===== src/upd_pkg.sv =====
// ----------------------------------------------------------------------------
// upd_pkg
// Shared types and constants for the URI percent decoder.
// ----------------------------------------------------------------------------
package upd_pkg;

  // Decoded length saturates at the smaller of the string limit and 16 bits.
  localparam longint unsigned MaxStringLen = 64'd65535;
  localparam logic [15:0]     CountLimit   =
      (MaxStringLen > 64'd65535) ? 16'hFFFF : MaxStringLen[15:0];

  localparam logic [7:0] ChPercent  = 8'h25;
  localparam logic [7:0] ChQuestion = 8'h3F;
  localparam logic [7:0] ChZero     = 8'h30;
  localparam logic [7:0] ChNine     = 8'h39;
  localparam logic [7:0] ChLowA     = 8'h61;
  localparam logic [7:0] ChLowF     = 8'h66;
  localparam logic [7:0] CaseBit    = 8'h20;
  localparam logic [7:0] ChDel      = 8'h7F;

  localparam int unsigned ModeUriBit      = 0;
  localparam int unsigned ModeRedirectBit = 1;
  localparam logic [1:0]  ModeReset       = 2'd1;

  // Results of one input byte: up to three data bytes, then an optional
  // closing result carrying the length.
  typedef struct packed {
    logic [2:0][7:0] bytes;
    logic [1:0]      n_bytes;
    logic            eos;
    logic [15:0]     length;
  } upd_bundle_t;

  // {not_hex, nibble}
  function automatic logic [4:0] hex_value(input logic [7:0] ch);
    logic [7:0] low;
    low = ch | CaseBit;
    if (ch >= ChZero && ch <= ChNine) begin
      hex_value = {1'b0, ch[3:0]};
    end else if (low >= ChLowA && low <= ChLowF) begin
      hex_value = {1'b0, low[3:0] + 4'd9};
    end else begin
      hex_value = 5'h10;
    end
  endfunction

endpackage


===== src/upd_decode.sv =====
// ----------------------------------------------------------------------------
// upd_decode
// Escape state machine: turns one input byte into a bundle of results.
// ----------------------------------------------------------------------------
module upd_decode import upd_pkg::*; (
  input  logic        clk_i,
  input  logic        rst_ni,
  input  logic        accept_i,
  input  logic [7:0]  in_byte_i,
  input  logic        end_of_string_i,
  input  logic [1:0]  mode_i,
  output logic        load_o,
  output upd_bundle_t bundle_o
);

  localparam logic [1:0] PhPlain  = 2'd0;
  localparam logic [1:0] PhQuoted = 2'd1;
  localparam logic [1:0] PhSecond = 2'd2;

  logic [1:0]  phase_q, phase_d;
  logic [3:0]  high_nibble_q, high_nibble_d;
  logic [7:0]  first_hex_q, first_hex_d;
  logic        stopped_q, stopped_d;
  logic [15:0] count_q, count_d;

  logic [4:0]  hv;
  logic [7:0]  dec;
  logic        is_digit, in_range;
  logic [17:0] count_sum;
  logic [15:0] count_new;

  assign hv       = hex_value(in_byte_i);
  assign dec      = {high_nibble_q, hv[3:0]};
  assign is_digit = (in_byte_i >= ChZero) && (in_byte_i <= ChNine);
  assign in_range = (dec > ChPercent) && (dec < ChDel);

  always_comb begin
    phase_d       = phase_q;
    high_nibble_d = high_nibble_q;
    first_hex_d   = first_hex_q;
    stopped_d     = stopped_q;
    bundle_o      = '0;

    if (!stopped_q) begin
      unique case (phase_q)
        PhPlain: begin
          if (in_byte_i == ChQuestion && mode_i != 2'd0) begin
            bundle_o.bytes[0] = in_byte_i;
            bundle_o.n_bytes  = 2'd1;
            stopped_d         = 1'b1;
          end else if (in_byte_i == ChPercent) begin
            phase_d = PhQuoted;
          end else begin
            bundle_o.bytes[0] = in_byte_i;
            bundle_o.n_bytes  = 2'd1;
          end
        end
        PhQuoted: begin
          if (!hv[4]) begin
            high_nibble_d = hv[3:0];
            first_hex_d   = in_byte_i;
            phase_d       = PhSecond;
          end else begin
            // lone '%' is dropped, the byte goes out as is
            phase_d           = PhPlain;
            bundle_o.bytes[0] = in_byte_i;
            bundle_o.n_bytes  = 2'd1;
          end
        end
        PhSecond: begin
          phase_d = PhPlain;
          if (!hv[4]) begin
            bundle_o.bytes[0] = dec;
            bundle_o.n_bytes  = 2'd1;
            if (is_digit) begin
              if (mode_i[ModeRedirectBit] && !in_range) begin
                bundle_o.bytes   = {in_byte_i, first_hex_q, ChPercent};
                bundle_o.n_bytes = 2'd3;
              end
            end else if (mode_i[ModeUriBit]) begin
              stopped_d = (dec == ChQuestion);
            end else if (mode_i[ModeRedirectBit]) begin
              if (dec == ChQuestion) begin
                stopped_d = 1'b1;
              end else if (!in_range) begin
                bundle_o.bytes   = {in_byte_i, first_hex_q, ChPercent};
                bundle_o.n_bytes = 2'd3;
              end
            end
          end
        end
        default: begin
          phase_d = PhPlain;
        end
      endcase
    end

    // saturating length; count never exceeds the limit
    count_sum = {2'b00, count_q} + {16'd0, bundle_o.n_bytes};
    count_new = (count_sum >= {2'b00, CountLimit}) ? CountLimit : count_sum[15:0];
    count_d   = count_new;

    if (end_of_string_i) begin
      bundle_o.eos    = 1'b1;
      bundle_o.length = count_new;
      phase_d         = PhPlain;
      stopped_d       = 1'b0;
      count_d         = '0;
    end
  end

  assign load_o = accept_i && (bundle_o.eos || bundle_o.n_bytes != 2'd0);

  always_ff @(posedge clk_i or negedge rst_ni) begin
    if (!rst_ni) begin
      phase_q       <= PhPlain;
      high_nibble_q <= '0;
      first_hex_q   <= '0;
      stopped_q     <= 1'b0;
      count_q       <= '0;
    end else if (accept_i) begin
      phase_q       <= phase_d;
      high_nibble_q <= high_nibble_d;
      first_hex_q   <= first_hex_d;
      stopped_q     <= stopped_d;
      count_q       <= count_d;
    end
  end

endmodule


===== src/upd_outq.sv =====
// ----------------------------------------------------------------------------
// upd_outq
// Result register: holds one bundle, one result out a cycle while unstalled.
// ----------------------------------------------------------------------------
module upd_outq import upd_pkg::*; (
  input  logic        clk_i,
  input  logic        rst_ni,
  input  logic        load_i,
  input  upd_bundle_t bundle_i,
  output logic        free_o,
  output logic        out_valid_o,
  input  logic        out_stall_i,
  output logic [7:0]  out_byte_o,
  output logic        byte_valid_o,
  output logic        last_of_run_o,
  output logic        string_done_o,
  output logic [15:0] decoded_length_o
);

  logic        valid_q;
  upd_bundle_t bundle_q;
  logic [1:0]  idx_q;
  logic        is_close, last, take;

  assign is_close = (idx_q == bundle_q.n_bytes);
  assign last     = bundle_q.eos ? is_close : (idx_q == bundle_q.n_bytes - 2'd1);
  assign take     = valid_q && !out_stall_i;
  assign free_o   = !valid_q || (take && last);

  assign out_valid_o      = valid_q;
  assign byte_valid_o     = !is_close;
  assign string_done_o    = is_close;
  assign last_of_run_o    = last;
  assign out_byte_o       = is_close ? 8'd0 : bundle_q.bytes[idx_q];
  assign decoded_length_o = is_close ? bundle_q.length : 16'd0;

  always_ff @(posedge clk_i or negedge rst_ni) begin
    if (!rst_ni) begin
      valid_q <= 1'b0;
      idx_q   <= '0;
    end else if (free_o) begin
      valid_q <= load_i;
      idx_q   <= '0;
    end else if (take) begin
      idx_q <= idx_q + 2'd1;
    end
  end

  always_ff @(posedge clk_i) begin
    if (free_o && load_i) begin
      bundle_q <= bundle_i;
    end
  end

endmodule


===== src/uri_percent_decoder_core.sv =====
// ----------------------------------------------------------------------------
// uri_percent_decoder_core
// URI percent decoder, one byte in per cycle unless stalled, with stop-at-'?'
// and redirect re-escaping modes and a closing length result per string.
// ----------------------------------------------------------------------------
//
//  channel | direction | handshake             | payload
//  --------+-----------+-----------------------+--------------------------------
//  in      | input     | in_valid_i/in_stall_o | in_byte_i, end_of_string_i
//  out     | output    | out_valid_o/out_stall_i | out_byte_o, byte_valid_o,
//          |           |                       | last_of_run_o, string_done_o,
//          |           |                       | decoded_length_o
//  cfg     | input     | cfg_valid_i/cfg_ready_o | cfg_data_i (mode)
//
//  Flow: an input byte is decoded in the cycle it is accepted; its results
//  appear from the next cycle. A byte giving k results (0 to 4) holds the
//  result register until its last result transfers, so throughput is one byte
//  per cycle for plain text while out_stall_i is low, and lower for bytes
//  with more than one result. The result register is the only buffer; a new
//  byte is taken in the cycle the last result of the previous one transfers.
//  Reset: asynchronous, active low; mode returns to URI mode, decoder state
//  to plain text with a zero count. Configuration is always ready.
//  Stalls: out_stall_i holds the result; in_stall_o waits for its last one.
// ----------------------------------------------------------------------------
module uri_percent_decoder_core import upd_pkg::*; (
  input  logic        clk_i,
  input  logic        rst_ni,
  // configuration
  input  logic        cfg_valid_i,
  output logic        cfg_ready_o,
  input  logic [1:0]  cfg_data_i,
  // input bytes
  input  logic        in_valid_i,
  output logic        in_stall_o,
  input  logic [7:0]  in_byte_i,
  input  logic        end_of_string_i,
  // results
  output logic        out_valid_o,
  input  logic        out_stall_i,
  output logic [7:0]  out_byte_o,
  output logic        byte_valid_o,
  output logic        last_of_run_o,
  output logic        string_done_o,
  output logic [15:0] decoded_length_o
);

  logic [1:0]  mode_q;
  logic        free;
  logic        accept;
  logic        load;
  upd_bundle_t bundle;

  // mode register, written whenever a transfer occurs on cfg
  assign cfg_ready_o = 1'b1;

  always_ff @(posedge clk_i or negedge rst_ni) begin
    if (!rst_ni) begin
      mode_q <= ModeReset;
    end else if (cfg_valid_i && cfg_ready_o) begin
      mode_q <= cfg_data_i;
    end
  end

  // a byte is taken while the result register is empty or as its last result transfers
  assign in_stall_o = !free;
  assign accept     = in_valid_i && free;

  upd_decode u_decode (
    .clk_i          (clk_i),
    .rst_ni         (rst_ni),
    .accept_i       (accept),
    .in_byte_i      (in_byte_i),
    .end_of_string_i(end_of_string_i),
    .mode_i         (mode_q),
    .load_o         (load),
    .bundle_o       (bundle)
  );

  upd_outq u_outq (
    .clk_i           (clk_i),
    .rst_ni          (rst_ni),
    .load_i          (load),
    .bundle_i        (bundle),
    .free_o          (free),
    .out_valid_o     (out_valid_o),
    .out_stall_i     (out_stall_i),
    .out_byte_o      (out_byte_o),
    .byte_valid_o    (byte_valid_o),
    .last_of_run_o   (last_of_run_o),
    .string_done_o   (string_done_o),
    .decoded_length_o(decoded_length_o)
  );

endmodule


===== config.mk =====
export PLATFORM = sky130hd
export DESIGN_NAME = uri_percent_decoder_core
export DESIGN_NICKNAME = d
export VERILOG_FILES = /design/src/upd_pkg.sv /design/src/upd_decode.sv /design/src/upd_outq.sv /design/src/uri_percent_decoder_core.sv
export SDC_FILE = /design/constraint.sdc
export NUM_CORES = 1
export LEC_CHECK = 0
export BUFFER_PORTS_ARGS = -buffer_cell sky130_fd_sc_hd__clkbuf_2
export CAP_MARGIN = 10
export CORE_MARGIN = 4
export CORE_UTILIZATION = 55
export CTS_BUF_LIST = sky130_fd_sc_hd__clkbuf_2
export CTS_CLUSTER_SIZE = 10
export DETAILED_ROUTE_END_ITERATION = 8
export GPL_TIMING_DRIVEN = 0
export PLACE_DENSITY = 0.8
export SYNTH_ARGS = -nofsm -noshare
export SYNTH_HDL_FRONTEND = slang
export SYNTH_HIERARCHICAL = 1
export SYNTH_SLANG_ARGS = --single-unit

===== constraint.sdc =====
create_clock -name clk_i -period 5.9 [get_ports clk_i]
set_clock_uncertainty 0.1 [all_clocks]
set_input_delay 1.18 -clock clk_i [delete_from_list [all_inputs] [get_ports clk_i]]
set_output_delay 1.18 -clock clk_i [all_outputs]
set_load 0.05 [all_outputs]

# After elaboration in Yosys (flattened, before gate mapping)
# Cells that the tools add are included.
[op_classes]
reduce_logical = 24
magnitude_cmp = 8
n_eq_ne = 10
add_sub_neg = 4
n_mux = 39
bitwise = 3
[op_table]
columns = ["cell", "count"]
rows = [
  ["$mux W26", 7],
  ["$mux W16", 3],
  ["$mux W10", 3],
  ["$pmux W10 S3", 1],
  ["$eq A8 B6 Y1 const B", 3],
  ["$ge A18 B16 Y1 const B", 1],
  ["$add A16 B2 Y17", 1],
  ["$mux W17", 1],
  ["$bmux W8 S2", 1],
  ["$mux W2", 8],
  ["$mux W8", 2],
  ["$logic_and A1 B1 Y1", 10],
  ["$mux W5", 2],
  ["$mux W1", 9],
  ["$ge A8 B6 Y1 const B", 1],
  ["$ge A8 B7 Y1 const B", 1],
  ["$gt A8 B6 Y1 const B", 1],
  ["$le A8 B6 Y1 const B", 1],
  ["$le A8 B7 Y1 const B", 1],
  ["$lt A8 B7 Y1 const B", 1],
  ["$reduce_and A4 Y1", 2],
  ["$reduce_bool A2 Y1", 3],
  ["$logic_not A1 Y1", 5],
  ["$add A4 B4 Y4 const B", 1],
  ["other kinds (15)", 19],
]
[totals]
inputBits = 16
ff_bits = 79
elab_cells = 102

# Logic depth before layout (Yosys ltp)
[logic_depth]
depth_word = 21
mapped_depth = 18
depth_no_buf = 17

# By module
# Netlist, hierarchy kept.
[by_module_without_submodules]
columns = ["mod", "seq_area_each_um2", "cells_each", "area_per_inst_um2", "instances"]
rows = [
  ["upd_decode", 775.7, 330, 2571.2, 1],
  ["upd_outq", 1366.3, 135, 1925.6, 1],
  ["uri_percent_decoder_core", 51.3, 8, 95.1, 1],
]

# Worst setup path before layout
# No wires, ideal clock.
[synth_timing]
path_kind = "input -> register"
start = "input port in_byte_i[1]"
end = "register u_outq/bundle_q[0] (netlist name), enable pin"
n_path_buf = 0
setup_ns = 0.468
arrival_time_ns = 5.085
cell_stages = 11
path_slack_ns = 0.248
required_time_ns = 5.332
cell_sequence = "inv_1 ha_1 nor3b_1 or3_1 a21boi_0 nor2_1 o21ai_0 nand2_1 o21a_1 inv_1 a41oi_1"
[synth_lines]
columns = ["item", "line_no", "rtl"]
rows = [
  ["start: declaration", "uri_percent_decoder_core.sv:35", "input logic [7:0] in_byte_i,"],
  ["end signal: assignment", "upd_outq.sv:51", "bundle_q <= bundle_i;"],
  ["end: declaration", "upd_outq.sv:21", "upd_bundle_t bundle_q;"],
]

==> impl_metrics.env <==
export IMPL_crit_type="in -> reg"
export IMPL_hold_end="u_decode/first_hex_q[3]"
export IMPL_io_buffer_count=44
export IMPL_place_area_mm2=0.00499
export IMPL_grt_pass1_vias=3440
export IMPL_fin_area_mm2=0.00516
export IMPL_timing_fmax_mhz=179
export IMPL_syn_nets=496
export IMPL_drt_initial_drc_count=239
export IMPL_drt_pre_antenna_iters=4
export IMPL_seq_area_mm2=0.00219
export IMPL_min_period_ns=5.59
export IMPL_synth_cells=473
export IMPL_avgSynthCellArea_um2=9.71
export IMPL_finalPower_mw=1.95
export IMPL_min_period_over_period=0.947
export IMPL_cp_required_ns=6.07
export IMPL_hold_violations=0
export IMPL_r2r_start="u_decode/phase_q[0]"
export IMPL_hpwl_um=7280
export IMPL_grt_max_degree=37
export IMPL_chipHeight_um=99.4
export IMPL_power_density_mw_per_mm2=377
export IMPL_synthMuxAreaShare=0.0272
export IMPL_min_from="u_decode/first_hex_q[3]"
export IMPL_cp_start_kind="primary input"
export IMPL_synth_adder_area_share=0.0207
export IMPL_rsz0062_at_grt="false"
export IMPL_synthArstFlopShare=0.456
export IMPL_place_gp_congestion=0.957
export IMPL_synth_top_family_by_area="simple AND/OR/NAND/NOR gates"
export IMPL_htreeDepth=3
export IMPL_tightest_slew_ns=0.949
export IMPL_grt_usage=0.211
export IMPL_yosys_top_cells_count="edfxtp_1 (43), nand2_1 (41), a21oi_1 (37), dfrtp_1 (35), nor2_1 (31)"
export IMPL_grt_pass1_wl_um=16800
export IMPL_antenna_found_initial=0
export IMPL_cts_tree="yes"
export IMPL_std_cell_rows=33
export IMPL_relSlewSlack=0.367
export IMPL_path_clk_slew_ns=0.24
export IMPL_cap_violations=0
export IMPL_antenna_cells=0
export IMPL_status="complete, no violations"
export IMPL_p_leak_nw=2.07
export IMPL_synth_seq_area_share=0.478
export IMPL_die_area_mm2=0.00987
export IMPL_synth_xor_area_frac=0.0324
export IMPL_wl_per_cell_um=15.9
export IMPL_io_pins=46
export IMPL_hp_class="reg -> reg"
export IMPL_drv_slew=0
export IMPL_cts_buffer_depth=2
export IMPL_reg2reg_to="u_outq/bundle_q[1]"
export IMPL_syn_to_final_growth_pct=12.4
export IMPL_irDropWorstVdd_mv=0.164
export IMPL_rr_worst_depth=15
export IMPL_die_w_um=99.4
export IMPL_cts_root_buf="clkbuf_2"
export IMPL_synth_area_leaders="edfxtp_1 (28%), dfrtp_1 (19%), a21oi_1 (4.0%)"
export IMPL_ys_ff_latch=79
export IMPL_setup_viol=0
export IMPL_fin_nets=552
export IMPL_place_ws_ns=-0.122
export IMPL_start_util=0.562
export IMPL_worstSkewPairLatency_ns=0.50
export IMPL_core_area_mm2=0.00818
export IMPL_synth_edff_count=43
export IMPL_synthSimpleGateAreaFrac=0.242
export IMPL_multi_input_area_mm2=0.00222
export IMPL_worst_ep_arrival_time_ns=5.76
export IMPL_stdcell_count=639
export IMPL_crit_path_end_kind="flip-flop"
export IMPL_whs_ns=0.406
export IMPL_cts_buffers=9
export IMPL_synth_top_area_share=0.281
export IMPL_yosys_warnings=6
export IMPL_grt_ovfl_total=0
export IMPL_synth_most_common_cell="edfxtp_1"
export IMPL_route_vias_total=3780
export IMPL_drt_drc_violations_left=0
export IMPL_ant_nets=0
export IMPL_dp_cells=623
export IMPL_synth_area_mm2=0.00459
export IMPL_synth_main_ff_cell="edfxtp_1"
export IMPL_num_fill_cells=688
export IMPL_drive_above_1_share=0.182
export IMPL_worst_path_max_fanout=12
export IMPL_cts_num_sinks=79
export IMPL_finalWorstSetupSlack_ns=0.310
export IMPL_avgViaCountPerCell=5.92
export IMPL_drt_total_wl_um=10200
export IMPL_synth_compound_area_share=0.153
export IMPL_synth_top_cell_by_area="edfxtp_1"
export IMPL_synth_cell_type_count=70
export IMPL_hold_depth=2
export IMPL_rrSetupSlack_ns=1.68
-- final cells by class --
cell class | instances | area share
Clock inverter | 7 | 0.0230
Inverter | 18 | 0.0131
Timing Repair Buffer | 45 | 0.0480
Tap cell | 105 | 0.0255
Multi-Input combinational cell | 345 | 0.429
Buffer | 31 | 0.0274
Sequential cell | 79 | 0.425
Clock buffer | 9 | 0.00873
-- power breakdown --
group	total [mW]	leakage, nW	internal [mW]	switching, mW
Sequential	0.695	0.891	0.664	0.0311
Clock	0.381	0.0906	0.184	0.197
Combinational	0.872	1.09	0.233	0.638
Total	1.95	2.07	1.08	0.866
-- critical path: stages --
cell and delay (ns):
clkbuf_2 0.16, inv_1 0.21, ha_1 0.29, o21bai_1 0.12
a211oi_1 0.36, o22ai_1 0.19, or4_4 0.58, o21ai_2 0.21
and3_4 0.26, buf_6 0.15, fa_1 0.29, nand4_1 0.16
or2_2 0.35, xnor2_1 0.14, a2bb2oi_1 0.22, o41a_1 0.18
clkbuf_1 0.37, nor2b_1 0.26, nor2_1 0.06
-- worst max-delay path by stage --
stage	depth (start not counted)	end	slack, ns	start
after global routing	19	u_outq/bundle_q[0]	0.05	in_byte_i[1]
after floorplan	11	u_outq/bundle_q[0]	0.25	in_byte_i[1]
after CTS	19	u_outq/bundle_q[1]	0.43	in_byte_i[1]
after global placement	12	u_outq/bundle_q[35]	-1.13	in_byte_i[1]
after detailed placement	19	u_outq/bundle_q[1]	-0.12	in_byte_i[1]
final	19	u_outq/bundle_q[1]	0.31	in_byte_i[1]
-- through the flow --
step	util	TNS [ns]
final	0.631	0
after floorplan	-	0
after detailed placement	0.610	-0.395
after CTS	0.630	0
after global placement	0.605	-48.75
after global routing	0.631	0
-- timing repair --
| action | 4_1_cts | 5_1_grt |
|---|---|---|
| gates resized for setup | 0 | 2 |
| setup buffers | 0 | 0 |
| endpoints found under the setup margin | 0 | 4 |
| hold buffers | 0 | 0 |
-- cells in the final DEF (no fill, tap or decap), types with 7 or more instances in the layout --
cell type and count:
clkbuf_2 53, edfxtp_1 43, nand2_1 41, a21oi_1 37, dfrtp_1 35, nor2_1 30, o21ai_0 27, and3_1 24
and2_1 21, clkbuf_1 21, inv_1 17, xnor2_1 15, nand3_1 12, or2_2 10, nor3_1 9, mux2i_1 8
nor2b_1 7, and4_1 7
-- layer usage --
layer  global-route usage  part of all wire  vias up
met1                0.301              0.45     1815
li1                     -                 -     1837
met3               0.0295             0.053       17
met5                    0                 0        -
met4               0.0662             0.016        0
met2                0.335              0.48      111
-- cell families (layout without fill, tap and decap cells) --
group | count (synthesis) | in the layout
compound gates | 111 | 111
xor+xnor | 17 | 17
fa+ha+maj | 7 | 7
buf+inv | 49 | 110
flops | 79 | 79
mux | 12 | 12
other cells | 2 | 2
simple gates | 196 | 196
-- state kept, by name (all words and copies together) (netlist names) --
signal	flops
mode_q	2
u_decode/count_q	16
u_decode/first_hex_q	8
u_decode/high_nibble_q	4
u_decode/phase_q	2
u_decode/stopped_q	1
u_outq/bundle_q	43
u_outq/idx_q	2
u_outq/out_valid_o	1
No activity file was read; power rests on OpenSTA's default activity.
